### src/rtl/dfpa_pkg.sv
// Shared types and constants of the decimal fixed-point ALU.
`timescale 1ns / 1ps
`default_nettype none
package dfpa_pkg;
   localparam int DEF_LIMBS      = 4;
   localparam int DEF_FRAC_LIMBS = 2;
   localparam int MAX_LIMBS      = 4;
   localparam int NUM_COLS       = 2 * MAX_LIMBS;
   localparam int LIMB_W         = 30;

   typedef logic [LIMB_W-1:0] limb_type;

   localparam limb_type LIMB_MAX = 30'd999999999;
   localparam limb_type BASE     = 30'd1000000000;
   // floor(2**61 / 1e9), used to estimate a quotient by the base.
   localparam logic [31:0] RECIP_BASE = 32'd2305843009;

   typedef enum logic [1:0] {
      KIND_ADD = 2'd0,
      KIND_SUB = 2'd1,
      KIND_MUL = 2'd2,
      KIND_CMP = 2'd3
   } kind_type;

   localparam logic [1:0] ORD_EQ = 2'b00;
   localparam logic [1:0] ORD_GT = 2'b01;
   localparam logic [1:0] ORD_LT = 2'b11;

   typedef struct packed {
      kind_type                   kind;
      logic                       rn;
      logic [1:0]                 ord;
      limb_type [MAX_LIMBS-1:0]   asr;
      logic                       aovf;
   } ctl_type;
endpackage
`default_nettype wire

### src/rtl/dfpa_prod.sv
// One limb product, split into high and low base-1e9 digits over four stages.
`timescale 1ns / 1ps
`default_nettype none
module dfpa_prod (
   input  wire logic               clock,
   input  wire logic [3:0]         en,
   input  wire dfpa_pkg::limb_type a,
   input  wire dfpa_pkg::limb_type b,
   output dfpa_pkg::limb_type      hi,
   output dfpa_pkg::limb_type      lo
);
   logic [59:0] p2_ff;
   logic [30:0] q3_ff, q4_ff;
   logic [62:0] est;
   logic [31:0] p3_ff, p4_ff, qm4_ff, rem;
   logic [60:0] qm;
   dfpa_pkg::limb_type hi_ff, hi_in, lo_ff, lo_in;

   // The estimate is low by at most two, so the remainder fits in 32 bits.
   assign est = 63'(p2_ff[59:29]) * 63'(dfpa_pkg::RECIP_BASE);
   assign qm  = 61'(q3_ff) * 61'(dfpa_pkg::BASE);
   assign rem = p4_ff - qm4_ff;

   always_comb begin
      if (rem >= 32'd2000000000) begin
         lo_in = 30'(rem - 32'd2000000000);
         hi_in = 30'(q4_ff + 31'd2);
      end else if (rem >= 32'(dfpa_pkg::BASE)) begin
         lo_in = 30'(rem - 32'(dfpa_pkg::BASE));
         hi_in = 30'(q4_ff + 31'd1);
      end else begin
         lo_in = rem[29:0];
         hi_in = q4_ff[29:0];
      end
   end

   always_ff @(posedge clock) begin
      if (en[0]) p2_ff <= 60'(a) * 60'(b);
      if (en[1]) begin
         p3_ff <= p2_ff[31:0];
         q3_ff <= est[62:32];
      end
      if (en[2]) begin
         p4_ff  <= p3_ff;
         q4_ff  <= q3_ff;
         qm4_ff <= qm[31:0];
      end
      if (en[3]) begin
         hi_ff <= hi_in;
         lo_ff <= lo_in;
      end
   end

   assign hi = hi_ff;
   assign lo = lo_ff;
endmodule
`default_nettype wire

### config.mk
export PLATFORM = sky130hd
export DESIGN_NAME = dfpa_prod
export DESIGN_NICKNAME = d
export VERILOG_FILES = /design/src/rtl/dfpa_pkg.sv /design/src/rtl/dfpa_prod.sv
export SDC_FILE = /design/constraint.sdc
export NUM_CORES = 2
export LEC_CHECK = 0
export BUFFER_PORTS_ARGS = -buffer_cell sky130_fd_sc_hd__buf_2
export CORE_MARGIN = 2
export CORE_UTILIZATION = 65
export CTS_BUF_LIST = sky130_fd_sc_hd__clkbuf_4 sky130_fd_sc_hd__clkbuf_8
export DETAILED_ROUTE_END_ITERATION = 6
export PLACE_DENSITY = 0.81
export SLEW_MARGIN = 10
export SYNTH_ARGS = -nofsm -noshare
export SYNTH_HDL_FRONTEND = slang
export SYNTH_SLANG_ARGS = --single-unit
export TNS_END_PERCENT = 1
### constraint.sdc
create_clock -name clock -period 15.1 [get_ports clock]
set_input_delay 2.265 -clock clock [delete_from_list [all_inputs] [get_ports clock]]
set_output_delay 2.265 -clock clock [all_outputs]
set_load 0.005 [all_outputs]
==> run summary <==
Number of hold buffers added after CTS: 0
Crit path DAT: 10.77 ns
Synthesized cell area: 57600 µm²
Syn nets: 7619
Fin. Hold Viols: 0
Final worst clock skew: 0.0361 ns
Worst-path fanout max: 30
WP data required: 15.46 ns
CP endpoint kind: register
# Max-Cap Violations: 0
Crit-path most repeated cell: fa_1
Total wire length: 139000 µm
Total grt overflow: 0
Root buffer cell: clkbuf_8
Layout area overhead: 3.96%
First-pass GRT wire length: 225000 µm
Placed Instance Area: 58900 µm²
Min-delay src: q3_ff[23]$_DFFE_PP_
Fin nets: 7591
Worst flop-to-flop path endpoint: q3_ff[27]$_DFFE_PP_
Final Critical Period: 10.41 ns
GPL Wtd Cong: 0.983
R2r startpoint: p2_ff[43]$_DFFE_PP_
Layout cells sized above 1: 4.39%
YS warnings: 0
Crit Path Class: input port to register
CP Launch Type: input port
GRT Util Overall: 31.9%
Mean Syn Cell Area: 10.1 µm²
Worst slew margin: 21.3%
Final Slew Violations: 0
Crit path buf inv count: 8
# fillers: 6631
Via density: 5.64
Io pins: 125
Final setup viols: 0
Final period util: 68.9%
TNS Setup: 0 ns
Slew @ Worst Pin: 1.18 ns
RSZ-0062 raised after global routing: no
Hold Path Class: register to register
Number of DRC markers in iteration 0: 3000
Antenna violations before repair: 0
Worst r2r path cells: 29
Post-synthesis cell count: 5671
Vias in the first global route: 42100
Register area share after synthesis: 13.8%
Worst slack, placed: 4.32 ns
Clock tree buffer depth: 3
Worst setup margin: 4.69 ns
Largest net degree at the start of global routing: 84
Primary FF master, synth: edfxtp_1
Final Util: 67.9%
CTS sink cnt: 265
Drt first pass iters: 6
Asr flop ratio synth: 0%
Die width: 302 µm
Post-CTS Setup Bufs: 0
Crit path depth: 29
Reg2reg setup slack: 5.63 ns
Post_cts resized: 0
I/O Buffers: 124
Synth Register Bits: 265
Htree depth: 2
WL/cell: 20.2 µm
Hpwl dp: 113000 µm
Floorplan Core Area: 88100 µm²
CTS tree: built
TritonCTS Buffers: 41
Crit path to: p2_ff[59]$_DFFE_PP_
Delay-heaviest family, CP: adder cells
CP startpoint: b[7]
Cell row count: 109
Slowest CP cell: a41oi_1
Initial Util: 65.3%
Area of the die: 90900 µm²
Post-layout instance area: 59800 µm²
Unique masters post-synth: 90
Routed Antenna Nets: 0
Max Freq: 96.1 MHz
Outcome: finished clean
Worst-Skew Late Latency: 0.60 ns
Vias: 38600
Number of synthesized flops with an enable pin: 265
Die Ht: 302 µm
Largest stage delay on the critical path: 0.70 ns
DRC viols: 0
Worst-path clk slew: 0.07 ns
-- worst reg2reg max path: cells and delay by family (launching register included) --
family | cells | cell delay [ns]
xor gates and xnor gates | 1 | 0.44
DFF | 1 | 0.78
buffers and inverters | 8 | 0.68
and+or+nand+nor | 5 | 0.79
adders and majority gates | 9 | 4.00
AOI/OAI and AO/OA | 6 | 2.53
-- cell families after synthesis --
family	Yosys count	share of synthesized area [%]
xor gates and xnor gates	194	2.97
and+or+nand+nor	1254	11.4
adders and majority gates	1883	56.0
buffers and inverters	1670	11.0
muxes	4	0.0696
AOI/OAI and AO/OA	401	4.83
DFF	265	13.8
-- worst min path at each step --
stage | depth (start not counted) | endpoint | slack [ns]
6_report | 0 | q4_ff[23]$_DFFE_PP_ | 0.41
2_1_floorplan | 0 | p3_ff[0]$_DFFE_PP_ | 0.40
3_5_place_dp | 0 | p3_ff[23]$_DFFE_PP_ | 0.40
4_1_cts | 0 | q4_ff[23]$_DFFE_PP_ | 0.41
3_3_place_gp | 0 | p3_ff[0]$_DFFE_PP_ | 0.40
5_1_grt | 0 | p4_ff[3]$_DFFE_PP_ | 0.42
-- synth_stat cells, types with 7 or more instances --
cell type	n	area, µm²
nor3_1	35	175
a21oi_1	111	556
edfxtp_1	265	7960
a31oi_1	22	138
nand3_1	38	190
o21a_1	20	150
ha_1	730	9130
clkbuf_1	194	728
nand2_1	434	1630
nor4_1	7	43.8
nand4_1	9	56.3
a21o_1	50	375
o31ai_1	10	75.1
a211oi_1	10	75.1
and2_1	533	3330
xor2_1	50	438
o211ai_2	10	125
o211ai_1	14	105
o2111ai_1	8	70.1
nor2b_1	20	125
o21bai_1	20	150
nand2b_1	16	100
fa_1	1153	23100
o21ai_0	56	280
and3_1	14	87.6
nor3b_1	11	82.6
nor2_1	92	345
xnor2_1	143	1250
inv_1	1464	5500
-- cell type report --
class	instances	area (µm²)	area share (%)
Clock inverter	22	263	0.439
Timing Repair Buffer	135	706	1.18
Tap cell	1165	1460	2.44
Inverter	1464	5500	9.18
Antenna cell	1	2.50	0.00418
Multi-Input combinational cell	3736	43300	72.4
Clock buffer	54	662	1.11
Sequential cell	265	7960	13.3
-- cell usage in the layout, fill, tap and decap left out, types with 56 or more instances in the layout --
cell type  instances
ha_1             730
o21ai_0           56
nor2_1            92
nand2_1          434
xnor2_1          143
edfxtp_1         265
inv_1           1464
fa_1            1153
a21oi_1          111
buf_2            123
and2_1           533
-- flip-flops by register name, summed over array words and instances (netlist names) --
| register | flops |
|---|---|
| hi | 30 |
| qm4_ff | 21 |
| q4_ff | 30 |
| p3_ff | 32 |
| p2_ff | 60 |
| lo | 30 |
| q3_ff | 30 |
| p4_ff | 32 |
-- layer usage --
layer | GRT usage, % | share of wire, % | vias to the layer above
met5 | 0 | 0 | -
li1 | - | - | 17200
met4 | 11.4 | 4.0 | 0
met1 | 43.2 | 40 | 19400
met3 | 6.82 | 9.3 | 329
met2 | 51.1 | 47 | 1754
-- through the flow --
step	std cells	hold WS [ns]
4_1_cts	6841	0.415
6_report	6842	0.413
2_1_floorplan	5671	0.400
3_3_place_gp	6765	0.400
3_5_place_dp	6765	0.405
5_1_grt	6841	0.422
Power is not shown: default switching activity piles up to over one toggle a cycle in this logic, so the estimate is an artifact.
